### config.mk
export PLATFORM = sky130hd
export DESIGN_NAME = battery_level_gauge_core
export DESIGN_NICKNAME = d
export VERILOG_FILES = /design/src/design/blg_pkg.sv /design/src/design/blg_alu.sv /design/src/design/blg_engine.sv /design/src/design/battery_level_gauge_core.sv
export SDC_FILE = /design/constraint.sdc
export NUM_CORES = 1
export LEC_CHECK = 0
export BUFFER_PORTS_ARGS = -buffer_cell sky130_fd_sc_hd__clkbuf_2
export CAP_MARGIN = 20
export CORE_MARGIN = 2
export CORE_UTILIZATION = 40
export DETAILED_ROUTE_END_ITERATION = 7
export PLACE_DENSITY = 0.6
export SLEW_MARGIN = 0
export SYNTH_ARGS = -nofsm -noshare
export SYNTH_HDL_FRONTEND = slang
export SYNTH_SLANG_ARGS = --single-unit
### constraint.sdc
create_clock -name clk -period 8.45 [get_ports clk]
set_input_delay 0 -clock clk [delete_from_list [all_inputs] [get_ports clk]]
set_output_delay 0 -clock clk [all_outputs]
set_load 0.005 [all_outputs]
### src/design/blg_pkg.sv
// ----------------------------------------------------------------------------
// blg_pkg: shared types and constants of the battery level gauge
// Widths, register map codes, sequencer states and shared-adder request types.
// ----------------------------------------------------------------------------
`default_nettype none

package blg_pkg;

  localparam int SAMPLE_BITS   = 12;
  localparam int FRACTION_BITS = 8;
  localparam int STATE_BITS    = SAMPLE_BITS + FRACTION_BITS;
  localparam int WEIGHT_BITS   = 9;
  localparam int WEIGHT_SHIFT  = 8;
  localparam int PCT_BITS      = 7;
  localparam int ALU_BITS      = STATE_BITS + WEIGHT_BITS;
  localparam int CNT_BITS      = 4;

  localparam logic [WEIGHT_BITS-1:0] WEIGHT_ONE = WEIGHT_BITS'(256);
  localparam logic [ALU_BITS-1:0]    ROUND_ADD  = ALU_BITS'(255);
  localparam logic [PCT_BITS-1:0]    PCT_FULL   = PCT_BITS'(100);
  localparam logic [CNT_BITS-1:0]    MUL_LAST   = CNT_BITS'(WEIGHT_BITS - 1);
  localparam logic [CNT_BITS-1:0]    DIV_LAST   = CNT_BITS'(PCT_BITS - 1);

  localparam int CFG_ADDR_BITS = 4;
  localparam int CFG_DATA_BITS = 32;
  localparam int IN_DATA_BITS  = 16;
  localparam int OUT_DATA_BITS = 24;

  localparam logic [1:0] REG_FULL   = 2'd0;
  localparam logic [1:0] REG_EMPTY  = 2'd1;
  localparam logic [1:0] REG_WEIGHT = 2'd2;

  localparam logic [SAMPLE_BITS-1:0] FULL_RST   = SAMPLE_BITS'(3474);
  localparam logic [SAMPLE_BITS-1:0] EMPTY_RST  = SAMPLE_BITS'(2643);
  localparam logic [WEIGHT_BITS-1:0] WEIGHT_RST = WEIGHT_BITS'(26);

  typedef enum logic [13:0] {
    ST_IDLE  = 14'b00000000000001,
    ST_DIFF  = 14'b00000000000010,
    ST_NDIFF = 14'b00000000000100,
    ST_MUL   = 14'b00000000001000,
    ST_RND   = 14'b00000000010000,
    ST_UPD   = 14'b00000000100000,
    ST_FULL  = 14'b00000001000000,
    ST_EMPTY = 14'b00000010000000,
    ST_SPAN  = 14'b00000100000000,
    ST_NUM   = 14'b00001000000000,
    ST_M1    = 14'b00010000000000,
    ST_M2    = 14'b00100000000000,
    ST_DIV   = 14'b01000000000000,
    ST_DONE  = 14'b10000000000000
  } blg_state_t;

  typedef struct packed {
    logic                sub;
    logic [ALU_BITS-1:0] a;
    logic [ALU_BITS-1:0] b;
  } blg_alu_req_t;

  typedef struct packed {
    logic                carry;
    logic [ALU_BITS-1:0] sum;
  } blg_alu_res_t;

endpackage

`default_nettype wire

### src/design/blg_alu.sv
// ----------------------------------------------------------------------------
// blg_alu: shared adder/subtractor
// One wide add or subtract per cycle; carry set on subtract means a >= b.
// ----------------------------------------------------------------------------
`default_nettype none

module blg_alu (
  input  blg_pkg::blg_alu_req_t req,
  output blg_pkg::blg_alu_res_t res
);

  logic [blg_pkg::ALU_BITS:0] total;

  assign total = {1'b0, req.a}
               + {1'b0, (req.sub ? ~req.b : req.b)}
               + {{blg_pkg::ALU_BITS{1'b0}}, req.sub};

  assign res.carry = total[blg_pkg::ALU_BITS];
  assign res.sum   = total[blg_pkg::ALU_BITS-1:0];

endmodule

`default_nettype wire

### src/design/blg_engine.sv
// ----------------------------------------------------------------------------
// blg_engine: filter and percentage sequencer
// Shift-add filter update and restoring division, all on one shared adder.
// ----------------------------------------------------------------------------
`default_nettype none

module blg_engine (
  input  logic                                clk,
  input  logic                                rst_n,
  input  logic                                start,
  input  logic [blg_pkg::SAMPLE_BITS-1:0]     sample,
  input  logic                                conv_ok,
  input  logic [blg_pkg::SAMPLE_BITS-1:0]     full_level,
  input  logic [blg_pkg::SAMPLE_BITS-1:0]     empty_level,
  input  logic [blg_pkg::WEIGHT_BITS-1:0]     filter_weight,
  input  logic                                res_ready,
  output logic                                idle,
  output logic                                done,
  output logic [blg_pkg::PCT_BITS-1:0]        percent,
  output logic [blg_pkg::SAMPLE_BITS-1:0]     filtered_level
);

  localparam int AB = blg_pkg::ALU_BITS;
  localparam int SB = blg_pkg::STATE_BITS;
  localparam int FB = blg_pkg::FRACTION_BITS;

  blg_pkg::blg_state_t              state_r, state_nxt;
  logic [SB-1:0]                    f_r, f_nxt;
  logic [SB-1:0]                    s_r, s_nxt;
  logic [blg_pkg::WEIGHT_BITS-1:0]  w_r, w_nxt;
  logic [AB-1:0]                    acc_r, acc_nxt;
  logic [AB-1:0]                    md_r, md_nxt;
  logic                             neg_r, neg_nxt;
  logic [blg_pkg::CNT_BITS-1:0]     cnt_r, cnt_nxt;
  logic [blg_pkg::PCT_BITS-1:0]     pct_r, pct_nxt;
  logic [blg_pkg::SAMPLE_BITS-1:0]  span_r, span_nxt;

  blg_pkg::blg_alu_req_t            req;
  blg_pkg::blg_alu_res_t            res;

  blg_alu u_alu (
    .req (req),
    .res (res)
  );

  always_comb begin
    state_nxt = state_r;
    f_nxt     = f_r;
    s_nxt     = s_r;
    w_nxt     = w_r;
    acc_nxt   = acc_r;
    md_nxt    = md_r;
    neg_nxt   = neg_r;
    cnt_nxt   = cnt_r;
    pct_nxt   = pct_r;
    span_nxt  = span_r;
    req.sub   = 1'b0;
    req.a     = '0;
    req.b     = '0;
    case (state_r)
      blg_pkg::ST_IDLE: begin
        if (start) begin
          s_nxt = {sample, {FB{1'b0}}};
          w_nxt = (filter_weight > blg_pkg::WEIGHT_ONE) ? blg_pkg::WEIGHT_ONE : filter_weight;
          if (!conv_ok) begin
            pct_nxt   = '0;
            state_nxt = blg_pkg::ST_DONE;
          end else if (f_r == '0) begin
            f_nxt     = {sample, {FB{1'b0}}};
            state_nxt = blg_pkg::ST_FULL;
          end else begin
            state_nxt = blg_pkg::ST_DIFF;
          end
        end
      end
      blg_pkg::ST_DIFF: begin
        req.sub = 1'b1;
        req.a   = AB'(s_r);
        req.b   = AB'(f_r);
        acc_nxt = '0;
        cnt_nxt = '0;
        md_nxt  = AB'(res.sum[SB-1:0]);
        neg_nxt = !res.carry;
        state_nxt = res.carry ? blg_pkg::ST_MUL : blg_pkg::ST_NDIFF;
      end
      blg_pkg::ST_NDIFF: begin
        req.sub   = 1'b1;
        req.a     = AB'(f_r);
        req.b     = AB'(s_r);
        md_nxt    = AB'(res.sum[SB-1:0]);
        state_nxt = blg_pkg::ST_MUL;
      end
      blg_pkg::ST_MUL: begin
        req.a   = acc_r;
        req.b   = w_r[0] ? md_r : '0;
        acc_nxt = res.sum;
        md_nxt  = md_r << 1;
        w_nxt   = w_r >> 1;
        cnt_nxt = cnt_r + 1'b1;
        if (cnt_r == blg_pkg::MUL_LAST) begin
          state_nxt = neg_r ? blg_pkg::ST_RND : blg_pkg::ST_UPD;
        end
      end
      blg_pkg::ST_RND: begin
        req.a     = acc_r;
        req.b     = blg_pkg::ROUND_ADD;
        acc_nxt   = res.sum;
        state_nxt = blg_pkg::ST_UPD;
      end
      blg_pkg::ST_UPD: begin
        req.sub   = neg_r;
        req.a     = AB'(f_r);
        req.b     = acc_r >> blg_pkg::WEIGHT_SHIFT;
        f_nxt     = res.sum[SB-1:0];
        state_nxt = blg_pkg::ST_FULL;
      end
      blg_pkg::ST_FULL: begin
        req.sub = 1'b1;
        req.a   = AB'(f_r);
        req.b   = AB'({full_level, {FB{1'b0}}});
        if (res.carry) begin
          pct_nxt   = blg_pkg::PCT_FULL;
          state_nxt = blg_pkg::ST_DONE;
        end else begin
          state_nxt = blg_pkg::ST_EMPTY;
        end
      end
      blg_pkg::ST_EMPTY: begin
        req.sub = 1'b1;
        req.a   = AB'({empty_level, {FB{1'b0}}});
        req.b   = AB'(f_r);
        if (res.carry) begin
          pct_nxt   = '0;
          state_nxt = blg_pkg::ST_DONE;
        end else begin
          state_nxt = blg_pkg::ST_SPAN;
        end
      end
      blg_pkg::ST_SPAN: begin
        req.sub   = 1'b1;
        req.a     = AB'(full_level);
        req.b     = AB'(empty_level);
        span_nxt  = res.sum[blg_pkg::SAMPLE_BITS-1:0];
        state_nxt = blg_pkg::ST_NUM;
      end
      blg_pkg::ST_NUM: begin
        req.sub   = 1'b1;
        req.a     = AB'(f_r[SB-1:FB]);
        req.b     = AB'(empty_level);
        md_nxt    = AB'(res.sum[blg_pkg::SAMPLE_BITS-1:0]);
        state_nxt = blg_pkg::ST_M1;
      end
      blg_pkg::ST_M1: begin
        req.a     = md_r << 6;
        req.b     = md_r << 5;
        acc_nxt   = res.sum;
        state_nxt = blg_pkg::ST_M2;
      end
      blg_pkg::ST_M2: begin
        req.a     = acc_r;
        req.b     = md_r << 2;
        acc_nxt   = res.sum;
        md_nxt    = AB'(span_r) << (blg_pkg::PCT_BITS - 1);
        cnt_nxt   = '0;
        pct_nxt   = '0;
        state_nxt = blg_pkg::ST_DIV;
      end
      blg_pkg::ST_DIV: begin
        req.sub = 1'b1;
        req.a   = acc_r;
        req.b   = md_r;
        if (res.carry) begin
          acc_nxt = res.sum;
        end
        pct_nxt = {pct_r[blg_pkg::PCT_BITS-2:0], res.carry};
        md_nxt  = md_r >> 1;
        cnt_nxt = cnt_r + 1'b1;
        if (cnt_r == blg_pkg::DIV_LAST) begin
          state_nxt = blg_pkg::ST_DONE;
        end
      end
      blg_pkg::ST_DONE: begin
        if (res_ready) begin
          state_nxt = blg_pkg::ST_IDLE;
        end
      end
      default: begin
        state_nxt = blg_pkg::ST_IDLE;
      end
    endcase
  end

  always_ff @(posedge clk) begin
    if (!rst_n) begin
      state_r <= blg_pkg::ST_IDLE;
      f_r     <= '0;
    end else begin
      state_r <= state_nxt;
      f_r     <= f_nxt;
    end
  end

  always_ff @(posedge clk) begin
    s_r    <= s_nxt;
    w_r    <= w_nxt;
    acc_r  <= acc_nxt;
    md_r   <= md_nxt;
    neg_r  <= neg_nxt;
    cnt_r  <= cnt_nxt;
    pct_r  <= pct_nxt;
    span_r <= span_nxt;
  end

  assign idle           = (state_r == blg_pkg::ST_IDLE);
  assign done           = (state_r == blg_pkg::ST_DONE) && res_ready;
  assign percent        = pct_r;
  assign filtered_level = f_r[SB-1:FB];

endmodule

`default_nettype wire

### src/design/battery_level_gauge_core.sv
// ----------------------------------------------------------------------------
// battery_level_gauge_core: smoothed battery charge percentage
// Stream in raw samples, stream out percent and filtered level; APB registers.
// ----------------------------------------------------------------------------
// Each request carries a 12-bit converter sample and a conversion-ok flag and
// yields one result: charge percent (0..100) and the integer part of the
// low-pass filter state. A failed conversion yields percent 0 and a priming
// load skips the multiply; a full update runs the 9-step shift-add weight
// multiply and the 7-step restoring divide, both running on one shared
// adder. The block takes a new request as soon as the sequencer is
// back in idle, even while the previous result waits in the output register.
// Write registers only while no request is in flight.
`default_nettype none

module battery_level_gauge_core (
  input  logic                                 clk,
  input  logic                                 rst_n,
  input  logic                                 in_tvalid,
  output logic                                 in_tready,
  input  logic [blg_pkg::IN_DATA_BITS-1:0]     in_tdata,   // [11:0] sample
  input  logic                                 in_tuser,   // [0] conversion_ok
  output logic                                 out_tvalid,
  input  logic                                 out_tready,
  output logic [blg_pkg::OUT_DATA_BITS-1:0]    out_tdata,  // [6:0] percent, [18:7] filtered_level
  input  logic                                 cfg_psel,
  input  logic                                 cfg_penable,
  input  logic                                 cfg_pwrite,
  input  logic [blg_pkg::CFG_ADDR_BITS-1:0]    cfg_paddr,
  input  logic [blg_pkg::CFG_DATA_BITS-1:0]    cfg_pwdata,
  output logic [blg_pkg::CFG_DATA_BITS-1:0]    cfg_prdata,
  output logic                                 cfg_pready
);

  logic [blg_pkg::SAMPLE_BITS-1:0] full_r, full_nxt;
  logic [blg_pkg::SAMPLE_BITS-1:0] empty_r, empty_nxt;
  logic [blg_pkg::WEIGHT_BITS-1:0] weight_r, weight_nxt;
  logic                            out_valid_r, out_valid_nxt;
  logic [blg_pkg::PCT_BITS-1:0]    out_pct_r, out_pct_nxt;
  logic [blg_pkg::SAMPLE_BITS-1:0] out_lvl_r, out_lvl_nxt;

  logic                            cfg_wr;
  logic [1:0]                      cfg_idx;
  logic                            eng_idle;
  logic                            eng_done;
  logic                            res_ready;
  logic [blg_pkg::PCT_BITS-1:0]    eng_pct;
  logic [blg_pkg::SAMPLE_BITS-1:0] eng_lvl;

  assign cfg_pready = 1'b1;
  assign cfg_idx    = cfg_paddr[3:2];
  assign cfg_wr     = cfg_psel && cfg_penable && cfg_pwrite && cfg_pready;

  always_comb begin
    full_nxt   = full_r;
    empty_nxt  = empty_r;
    weight_nxt = weight_r;
    if (cfg_wr) begin
      case (cfg_idx)
        blg_pkg::REG_FULL:   full_nxt   = cfg_pwdata[blg_pkg::SAMPLE_BITS-1:0];
        blg_pkg::REG_EMPTY:  empty_nxt  = cfg_pwdata[blg_pkg::SAMPLE_BITS-1:0];
        blg_pkg::REG_WEIGHT: weight_nxt = cfg_pwdata[blg_pkg::WEIGHT_BITS-1:0];
        default: begin
        end
      endcase
    end
  end

  always_comb begin
    case (cfg_idx)
      blg_pkg::REG_FULL:   cfg_prdata = blg_pkg::CFG_DATA_BITS'(full_r);
      blg_pkg::REG_EMPTY:  cfg_prdata = blg_pkg::CFG_DATA_BITS'(empty_r);
      blg_pkg::REG_WEIGHT: cfg_prdata = blg_pkg::CFG_DATA_BITS'(weight_r);
      default:             cfg_prdata = '0;
    endcase
  end

  assign in_tready = eng_idle;
  assign res_ready = !out_valid_r || out_tready;

  blg_engine u_engine (
    .clk            (clk),
    .rst_n          (rst_n),
    .start          (in_tvalid && in_tready),
    .sample         (in_tdata[blg_pkg::SAMPLE_BITS-1:0]),
    .conv_ok        (in_tuser),
    .full_level     (full_r),
    .empty_level    (empty_r),
    .filter_weight  (weight_r),
    .res_ready      (res_ready),
    .idle           (eng_idle),
    .done           (eng_done),
    .percent        (eng_pct),
    .filtered_level (eng_lvl)
  );

  // hold the result until taken; load a new one as the slot frees
  always_comb begin
    out_valid_nxt = out_valid_r;
    out_pct_nxt   = out_pct_r;
    out_lvl_nxt   = out_lvl_r;
    if (eng_done) begin
      out_valid_nxt = 1'b1;
      out_pct_nxt   = eng_pct;
      out_lvl_nxt   = eng_lvl;
    end else if (out_tready) begin
      out_valid_nxt = 1'b0;
    end
  end

  always_ff @(posedge clk) begin
    if (!rst_n) begin
      full_r      <= blg_pkg::FULL_RST;
      empty_r     <= blg_pkg::EMPTY_RST;
      weight_r    <= blg_pkg::WEIGHT_RST;
      out_valid_r <= 1'b0;
    end else begin
      full_r      <= full_nxt;
      empty_r     <= empty_nxt;
      weight_r    <= weight_nxt;
      out_valid_r <= out_valid_nxt;
    end
  end

  always_ff @(posedge clk) begin
    out_pct_r <= out_pct_nxt;
    out_lvl_r <= out_lvl_nxt;
  end

  assign out_tvalid = out_valid_r;
  assign out_tdata  = blg_pkg::OUT_DATA_BITS'({out_lvl_r, out_pct_r});

endmodule

`default_nettype wire
# Yosys cells after proc, flatten, opt, wreduce, memory -nomap -nowiden
# Index checks and enable logic that the tools add are counted.
# totals
reg_bits,190
in_bits,60
output_inout_bits,59
# op_classes
addsub,3
magnitude_cmp,1
n_eq_ne,28
n_mux,34
bitwise,1
reduce_logical,30
# op_table
operator,n
one-hot mux 58 bit (12 select lines),1
one-hot mux 14 bit (14 select lines),1
one-hot mux 29 bit (5 select lines),1
two-way mux 14 bit,7
two-way mux 29 bit,3
one-hot mux 29 bit (3 select lines),1
two-way mux 20 bit,3
one-hot mux 20 bit (2 select lines),1
one-hot mux 12 bit (3 select lines),1
two-way mux 7 bit,5
one-hot mux 7 bit (5 select lines),1
adder 29 x 29 -> 30 bit,1
adder 30 x 1 -> 30 bit,1
NOT 29 bit,1
zero test 20 bit,1
two-way mux 9 bit,2
"inequality test 2 x 1 -> 1 bit, second input constant",9
one-hot mux 9 bit (2 select lines),1
"equality test 14 x 1 -> 1 bit, second input constant",1
"equality test 14 x 10 -> 1 bit, second input constant",1
"equality test 14 x 11 -> 1 bit, second input constant",1
"equality test 14 x 12 -> 1 bit, second input constant",1
"equality test 14 x 13 -> 1 bit, second input constant",1
"equality test 14 bit, second input constant",1
other kinds (33),50

# Depth between registers and ports, before layout
# Gate-level depths: netlist of the first run.
# depth
depth_word,8
ltp_mapped,26
mapped_depth_nobuf,21

# By module
# Synthesis of the first run repeated with hierarchy kept, for this count alone.
# hier_totals
cells_unflattened,1236
hier_area_um2,12106.6
# by_module_without_submodules
mod,instances,cells_per_inst,area_per_inst_um2
blg_engine,1,752,7815.0
battery_level_gauge_core,1,225,2408.6
blg_alu,1,259,1883.1

# Worst setup path before layout of the first run
# OpenSTA, ideal clock, no wires.
# synth_path
path_type,register to register
startpoint,register u_engine.state_r[6]
endpoint,register u_engine.acc_r[0] (enable)
t_arrival_ns,5.776
t_required_ns,8.022
setup_slack_ns,2.246
path_stages_with_launch,21
path_buffers,5
period_less_slack_ns,6.204
path_cell_list,dfxtp_1 -> buf_2 -> or2_2 -> clkbuf_1 -> nand2b_1 -> or4_1 -> nand2b_1 -> clkbuf_1 -> buf_1 -> a22oi_1 -> nand3_1 -> xnor2_1 -> ha_1 -> nand4_1 -> nor4_1 -> nand4_1 -> nor3_2 -> o21ai_1 -> o31a_1 -> buf_2 -> a22oi_1
# synth_via
elab_chain_len,8
elab_cells_between_ends,23
# synth_lines
element,line,source
start: declaration,blg_engine.sv:27,"blg_pkg::blg_state_t state_r, state_nxt;"
start signal: assignment,blg_engine.sv:195,state_r <= blg_pkg::ST_IDLE;
start signal: assignment,blg_engine.sv:198,state_r <= state_nxt;
equality test 14 x 2 -> 1 bit (tied with other cells),blg_engine.sv:60,case (state_r)
OR reduction 7 bit (no line) or one-hot mux 58 bit (12 select lines) (tied branches),-,
one-hot mux 1 bit (2 select lines) or NOT 29 bit (tied branches),"blg_engine.sv:60, blg_alu.sv:15",
two-way mux 29 bit,blg_alu.sv:15,"+ {1'b0, (req.sub ? ~req.b : req.b)}"
adder 29 x 29 -> 30 bit,blg_alu.sv:15,
adder 30 x 1 -> 30 bit,blg_alu.sv:16,"+ {{blg_pkg::ALU_BITS{1'b0}}, req.sub};"
inequality test 2 x 1 -> 1 bit (no line),-,
AND reduction 2 bit (no line) (*),-,
end signal: assignment,blg_engine.sv:206,acc_r <= acc_nxt;
end: declaration,blg_engine.sv:31,"logic [AB-1:0] acc_r, acc_nxt;"
# Every way passes the cells marked *; elsewhere a longest branch is shown, timed or not.
# A chain may end at the register's enable or synchronous reset.

# Final worst setup path of the first run
# layout_path
startpoint,register u_engine.state_r[0]
endpoint,register u_engine.acc_r[20] (enable)
# Same word-level chain as after synthesis.

==> results of run 1 <==
-- synth_stat cells (3+ instances only) --
cell	instances	share of area, %
nand2_1	188	6.2
edfxtp_1	122	32
dfxtp_1	68	12
nor2_1	58	1.9
a21oi_1	56	2.5
a222oi_1	56	4.9
clkbuf_1	56	1.8
o21ai_0	52	2.3
nand3_1	44	1.9
xnor2_1	41	3.1
inv_1	33	1.1
ha_1	31	3.4
a22oi_1	30	2.0
buf_4	27	1.8
a21boi_0	24	1.6
nand2b_1	22	1.2
nor3_1	20	0.88
a22o_1	19	1.5
and2_1	17	0.93
and3_1	17	0.93
a21o_1	15	0.99
a221oi_1	15	1.2
mux2i_1	14	1.2
nand4_1	14	0.77
xor2_1	14	1.1
buf_1	13	0.43
buf_2	10	0.44
nor4_1	9	0.49
a211oi_1	8	0.53
nor2b_1	8	0.44
nor3b_1	7	0.46
or2_2	7	0.38
o21bai_1	6	0.39
o21a_1	5	0.33
o221ai_1	5	0.38
a211o_1	4	0.31
a221o_1	4	0.35
or3_1	4	0.22
nor4b_1	3	0.23
o211a_1	3	0.26
o31a_1	3	0.23
-- area by class of cell --
type | count | area (um2) | area share [%]
Inverter | 33 | 123.9 | 0.9627
Sequential cell | 190 | 5025 | 39.05
Multi-Input combinational cell | 902 | 5906 | 45.90
Timing Repair Buffer | 113 | 758.2 | 5.893
Clock inverter | 13 | 117.6 | 0.9140
Tap cell | 378 | 473.0 | 3.676
Clock buffer | 19 | 464.2 | 3.608
-- cell families after synthesis --
group	share of synthesized area, %
muxes	1.227
buffers and inverters	5.566
xor gates and xnor gates	4.218
AOI/OAI and AO/OA	22.79
adders and majority gates	3.572
DFF	44.00
other	0.06576
and+or+nand+nor	18.56
-- report_power, final --
group | internal, uW | total (uW) | switching [uW] | leakage [uW]
registers | 1110 | 1240 | 124 | 0.00163
logic | 177 | 514 | 337 | 0.00314
clock network | 414 | 818 | 404 | 0.000278
-- stage by stage --
stage	setup slack, ps	instances	power [uW]	utilization (%)
after floorplan	2246	1231	1542	-
after global placement	1859	1587	1733	42.93
after detailed placement	1838	1588	1740	42.99
after CTS	1798	1647	2556	46.04
after global routing	1457	1648	2652	46.06
final	1680	1648	2567	46.06
-- final timing paths --
check                        to  cells after the start
max reg2reg  u_engine.acc_r[20]                     17
max          u_engine.acc_r[20]                     17
min                   full_r[0]                      5
min reg2reg        out_pct_r[6]                      0
-- routing by layer --
layer / GRT usage, % / wire length, um / part of all wire [%]
met1: 36.88 / 16990 / 43
met2: 38.18 / 16910 / 43
met3: 5.189 / 4139 / 10
met4: 10.88 / 1583 / 4.0
met5: 0 / 0 / 0
-- what timing repair did --
item	in CTS	in global routing
endpoints found under the hold margin	60	0
hold buffers	27	0
gates resized for setup	0	0
buffers inserted	0	0
-- registers in the layout (all words and copies together), names as in the netlist, 14 cells and up --
name	count
u_engine.acc_r	29
u_engine.f_r	20
u_engine.md_r	29
u_engine.state_r	14
-- critical path, stage by stage, from the launching register on --
cell and delay, ps:
dfxtp_1 450, nor4_4 640, and3_1 310, and4b_1 940, buf_4 400, a22oi_1 100, nand3_1 100, a21oi_1 50
xnor2_1 190, ha_1 410, and3_1 220, a21boi_0 320, o31ai_1 200, nor3_2 400, o21ai_1 200, o31a_1 500
a22oi_2 450, buf_4 490
-- cells in the final DEF (no fill, tap or decap), types with 14 or more instances in the layout --
master         netlist  routed
nor3_1              20      19
a21boi_0            24      24
xor2_1              14      14
xnor2_1             41      41
clkbuf_2             0      66
nand2b_1            22      22
inv_1               33      33
nand4_1             14      14
buf_4               27      19
nand2_1            188     188
nand3_1             44      44
clkbuf_16            0      18
a22oi_1             30      29
and2_1              17      16
dlygate4sd3_1        0      27
edfxtp_1           122     122
ha_1                31      31
nor2_1              58      57
a21o_1              15      15
a21oi_1             56      56
conb_1               2      26
a222oi_1            56      56
o21ai_0             52      52
dfxtp_1             68      68
and3_1              17      17
a22o_1              19      19
a221oi_1            15      15
mux2i_1             14      14
==> impl_metrics.json, run 1 <==
{
  "drt_iter0_markers": 1738,
  "drt_wl_total_mm": 39.63,
  "seq_area_frac_synth_pct": 44.00,
  "place_congestion": 0.9754,
  "synth.distinct_cells": 81,
  "rsz0062_at_grt": "no",
  "cp-end-kind": "flip-flop",
  "antenna_left": 0,
  "hold_class": "in -> reg",
  "via_per_inst": 6.210,
  "fp.dieH_um": 173.0,
  "regToRegSetupSlack_ps": 1680,
  "antenna_found_initial": 0,
  "numClockSinks": 190,
  "fmaxAchievable_ghz": 0.1477,
  "crit_path_start": "u_engine.state_r[0]",
  "numPortBuffers": 66,
  "row_count": 61,
  "crit_type": "reg -> reg",
  "fin_area_um2": 12870,
  "syn_area_um2": 11420,
  "ys.warnings.count": 0,
  "grt_pass1_wl_mm": 59.57,
  "cts_tree": "yes",
  "hpwl_mm": 27.78,
  "drt_pass1_iterations": 8,
  "grt_pass1_vias": 9522,
  "fin_crit_sh_pct": 80.11,
  "overflow": 0,
  "cp.required_ps": 8540,
  "clkTransAtPathRegs_ps": 70,
  "cts_buffer_depth": 2,
  "final_nets": 1349,
  "diodes": 0,
  "maxCapViolations": 0,
  "finalHoldViolCount": 0,
  "fp.dieArea_um2": 29920,
  "clk_latency_ps": 450,
  "fillers": 2708,
  "hp-start": "cfg_penable",
  "initial_core_util_pct": 40.88,
  "worstPathArrival_ps": 6860,
  "num_vias": 10230,
  "power.leakage_uw": 0.005050,
  "r2r-start": "u_engine.state_r[0]",
  "crit_path_start_kind": "flip-flop",
  "synth_edf_count": 122,
  "finalMaxSlewViolations": 0,
  "violations": "design-rule violations",
  "cp_max_fo": 25,
  "ys.flop_type": "edfxtp_1",
  "grtUsageTotal_pct": 25.89,
  "status": "finished with violations",
  "synthArstFlopShare_pct": 0,
  "hold_ws_ps": 63.47,
  "tns_ps": 0,
  "placed_cell_area_um2": 12010,
  "core_area_um2": 27930,
  "drt-wirelength-per-cell_um": 24.05,
  "power_density_nw_per_um2": 199.5,
  "final_layout_size_suffix_gt1_share_pct": 12.36,
  "cts-root-buf": "clkbuf_16",
  "relSlewSlack_pct": 26.51,
  "ys_ff_latch": 190,
  "syn_inst": 1207,
  "vdd_drop_max_mv": 0.1192,
  "syn_avg_cell_area_um2": 9.461,
  "tightest_slew_ps": 1102,
  "finalSetupViolations": 0,
  "grt_max_degree": 67,
  "cts_made_buffers": 17,
  "area_growth_pct": 12.68,
  "skew_ps": 15.33,
  "htree_levels": 4,
  "finalCriticalPeriod_ps": 6770,
  "drc": 3,
  "ios": 119,
  "dieWidth_um": 173.0
}
Note: power is estimated with default switching activity, not from simulation.
==> run 2, diff against run 1 <==
--- a/config.mk
+++ b/config.mk
@@ -5,6 +5,7 @@
 export SDC_FILE = /design/constraint.sdc
 export NUM_CORES = 1
 export LEC_CHECK = 0
+export ABC_AREA = 1
 export BUFFER_PORTS_ARGS = -buffer_cell sky130_fd_sc_hd__clkbuf_2
 export CAP_MARGIN = 20
 export CORE_MARGIN = 2
==> constraint.sdc (replaced) <==
create_clock -name clk -period 6.9 [get_ports clk]
set_input_delay 0 -clock clk [delete_from_list [all_inputs] [get_ports clk]]
set_output_delay 0 -clock clk [all_outputs]
set_load 0.005 [all_outputs]
==> run 2 against run 1 <==
Net effect:
- the run now ends clean
- die area up 2.3%
- register-to-register slack worse by 530 ps
- worst setup slack worse by 530 ps
- maximum frequency up 18%
- sequential power up 19%
- critical path depth up 5
- wire length up 12%
- clock skew up 15 ps
- sequential cell count unchanged
- synthesized cell count up 19%
- combinational power up 40%
- total power up 25%
- critical path type unchanged
==> impl_metrics.json, run 2 <==
{
  "yosysTopAreaCell": "edfxtp_1",
  "layout_common_cells": "nand2_1, inv_1, nor2_1",
  "final_util_pct": 45.98,
  "regToRegSetupSlack_ps": 1150,
  "wl_met1_mm": 19.18,
  "finalSetupViolations": 0,
  "cp_top_family": "compound AO/OA/AOI/OAI gates",
  "grt_pass1_vias": 10570,
  "cp.required_ps": 7090,
  "fp.dieH_um": 174.9,
  "synthAdderAreaFrac_pct": 3.490,
  "slowest_stage": "o311ai_0",
  "wl_met2_mm": 18.54,
  "final_layout_size_suffix_gt1_share_pct": 11.71,
  "synth_most_common_cell": "nand2_1",
  "drt_wl_total_mm": 44.38,
  "hold_depth": 5,
  "area_growth_pct": 12.90,
  "fin_ws_ps": 1151,
  "drc": 0,
  "synthTopCellsByCount": "nand2_1, inv_1, nor2_1",
  "slowest_delay_ps": 930,
  "syn_avg_cell_area_um2": 8.112,
  "drt-wirelength-per-cell_um": 23.10,
  "crit_path_start_kind": "flip-flop",
  "fin_crit_sh_pct": 83.32,
  "diodes": 0,
  "synthMuxAreaShare_pct": 0.08563,
  "synth_top_area_share_pct": 31.34,
  "placed_cell_area_um2": 12330,
  "htree_levels": 4,
  "clk_latency_ps": 460,
  "final_nets": 1616,
  "synth.distinct_cells": 58,
  "hpwl_mm": 32.82,
  "synth_top_family_by_area": "compound AO/OA/AOI/OAI gates",
  "synth_simple_gate_area_share_pct": 20.17,
  "cp-end-kind": "flip-flop",
  "numClockSinks": 190,
  "grt_pass1_wl_mm": 66.07,
  "crit_chain": "nor2_1, nand2_1, nor2_4, inv_2, nor3_4, inv_2, nand2_1, nor2_1, inv_2, nor2_4, inv_2, buf_4, nand2_1, o2111ai_1, ha_1, a21oi_1, o21ai_0, a21oi_1, o311ai_0, a41oi_1, nor2_1, nor2_1",
  "numPortBuffers": 66,
  "cts-root-buf": "clkbuf_16",
  "clkTransAtPathRegs_ps": 100,
  "ios": 119,
  "dieWidth_um": 174.9,
  "skew_ps": 29.88,
  "drt_pass1_iterations": 6,
  "initial_core_util_pct": 40.72,
  "power_density_nw_per_um2": 242.9,
  "seq_area_frac_synth_pct": 42.99,
  "fp.dieArea_um2": 30610,
  "ys_ff_latch": 190,
  "maxCapViolations": 0,
  "cts_tree": "yes",
  "wl_met3_mm": 4.863,
  "hp-start": "cfg_penable",
  "dr.max_layer_used": "met4",
  "place_congestion": 1.030,
  "core_area_um2": 28700,
  "grt_max_degree": 41,
  "fin_area_um2": 13200,
  "relSlewSlack_pct": 25.76,
  "synth-compound-area-share_pct": 20.20,
  "largest_registers": "u_engine.acc_r (29), u_engine.md_r (29), u_engine.f_r (20)",
  "worstPathArrival_ps": 5940,
  "r2r-start": "u_engine.state_r[11]",
  "hold_class": "in -> reg",
  "finalHoldViolCount": 0,
  "crit_type": "reg -> reg",
  "tns_ps": 0,
  "worst-path-buf-inv": 5,
  "rsz0062_at_grt": "no",
  "finalMaxSlewViolations": 0,
  "power.leakage_uw": 0.005582,
  "status": "finished, final reports clean",
  "ys.flop_type": "edfxtp_1",
  "vdd_drop_max_mv": 0.1810,
  "synthArstFlopShare_pct": 0,
  "ys.warnings.count": 0,
  "crit_path_start": "u_engine.state_r[11]",
  "via_per_inst": 5.796,
  "fmaxAchievable_ghz": 0.1739,
  "rr_endpoint": "u_engine.acc_r[28]",
  "drt_iter0_markers": 1474,
  "finalCriticalPeriod_ps": 5749,
  "rr_worst_depth": 22,
  "antenna_found_initial": 0,
  "overflow": 0,
  "grtUsageTotal_pct": 28.90,
  "whs_endpoint": "weight_r[3]",
  "cp_max_fo": 32,
  "cts_buffer_depth": 2,
  "synth_xor_area_share_pct": 2.976,
  "antenna_left": 0,
  "syn_area_um2": 11690,
  "final_common_cell": "nand2_1",
  "tightest_slew_ps": 1100,
  "row_count": 62,
  "syn_inst": 1441,
  "preCtsSetupSlack_ps": 1471,
  "synth_area_leaders": "edfxtp_1, dfxtp_1, nand2_1",
  "cts_made_buffers": 17,
  "hold_ws_ps": 88.95,
  "synth_edf_count": 122,
  "num_vias": 11140
}
==> run 2: area by class of cell <==
class	instances	area, um2
Clock inverter	14	141.4
Inverter	200	750.7
Fill cell	2889	15510
Multi-Input combinational cell	1000	5584
Sequential cell	190	5025
Tap cell	384	480.5
Timing Repair Buffer	115	785.8
Clock buffer	18	429.2
==> run 2: power breakdown <==
part / switching (uW) / internal, uW
Combinational: 519 / 204
Clock: 526 / 485
Sequential: 99.9 / 1370
Total: 1140 / 2060
==> run 2: per-stage QoR <==
step	instances	power, uW
final	1921	3205
after global routing	1921	3327
after CTS	1920	3195
after detailed placement	1861	2186
after global placement	1861	2178
after floorplan	1465	1914
==> run 2: what timing repair did <==
item	in CTS	in global routing
setup buffers	0	0
hold buffers	27	0
hold endpoints to repair	59	0
gates resized for setup	0	0
==> run 2: worst min-delay path, cell delays in order <==
cell      delay, ps
clkbuf_2         80
nand3_1          90
nor2_1          150
nand2_1          90
nand3_1          70
==> run 2: worst max path at each step <==
stage	endpoint	slack [ps]	cells past startpoint
final	u_engine.acc_r[28]	1150	22
after global routing	u_engine.acc_r[22]	790	28
after CTS	u_engine.percent[2]	1420	25
after detailed placement	u_engine.percent[3]	1470	25
after global placement	u_engine.acc_r[28]	1470	22
after floorplan	u_engine.acc_r[0]	2720	22
==> run 2: per-layer routing <==
| layer | up-vias | GRT usage, % |
|---|---|---|
| met5 | - | 0 |
| met2 | 686 | 42.03 |
| li1 | 5095 | - |
| met4 | 0 | 11.63 |
| met3 | 110 | 7.376 |
| met1 | 5244 | 40.93 |
==> run 2: logic make-up (layout without fill, tap and decap cells) <==
family | count (synthesis) | after routing
other cells | 2 | 26
compound gates | 368 | 368
simple gates | 535 | 535
mux | 1 | 1
fa+ha+maj | 32 | 32
xor+xnor | 38 | 38
buf+inv | 275 | 347
flops | 190 | 190
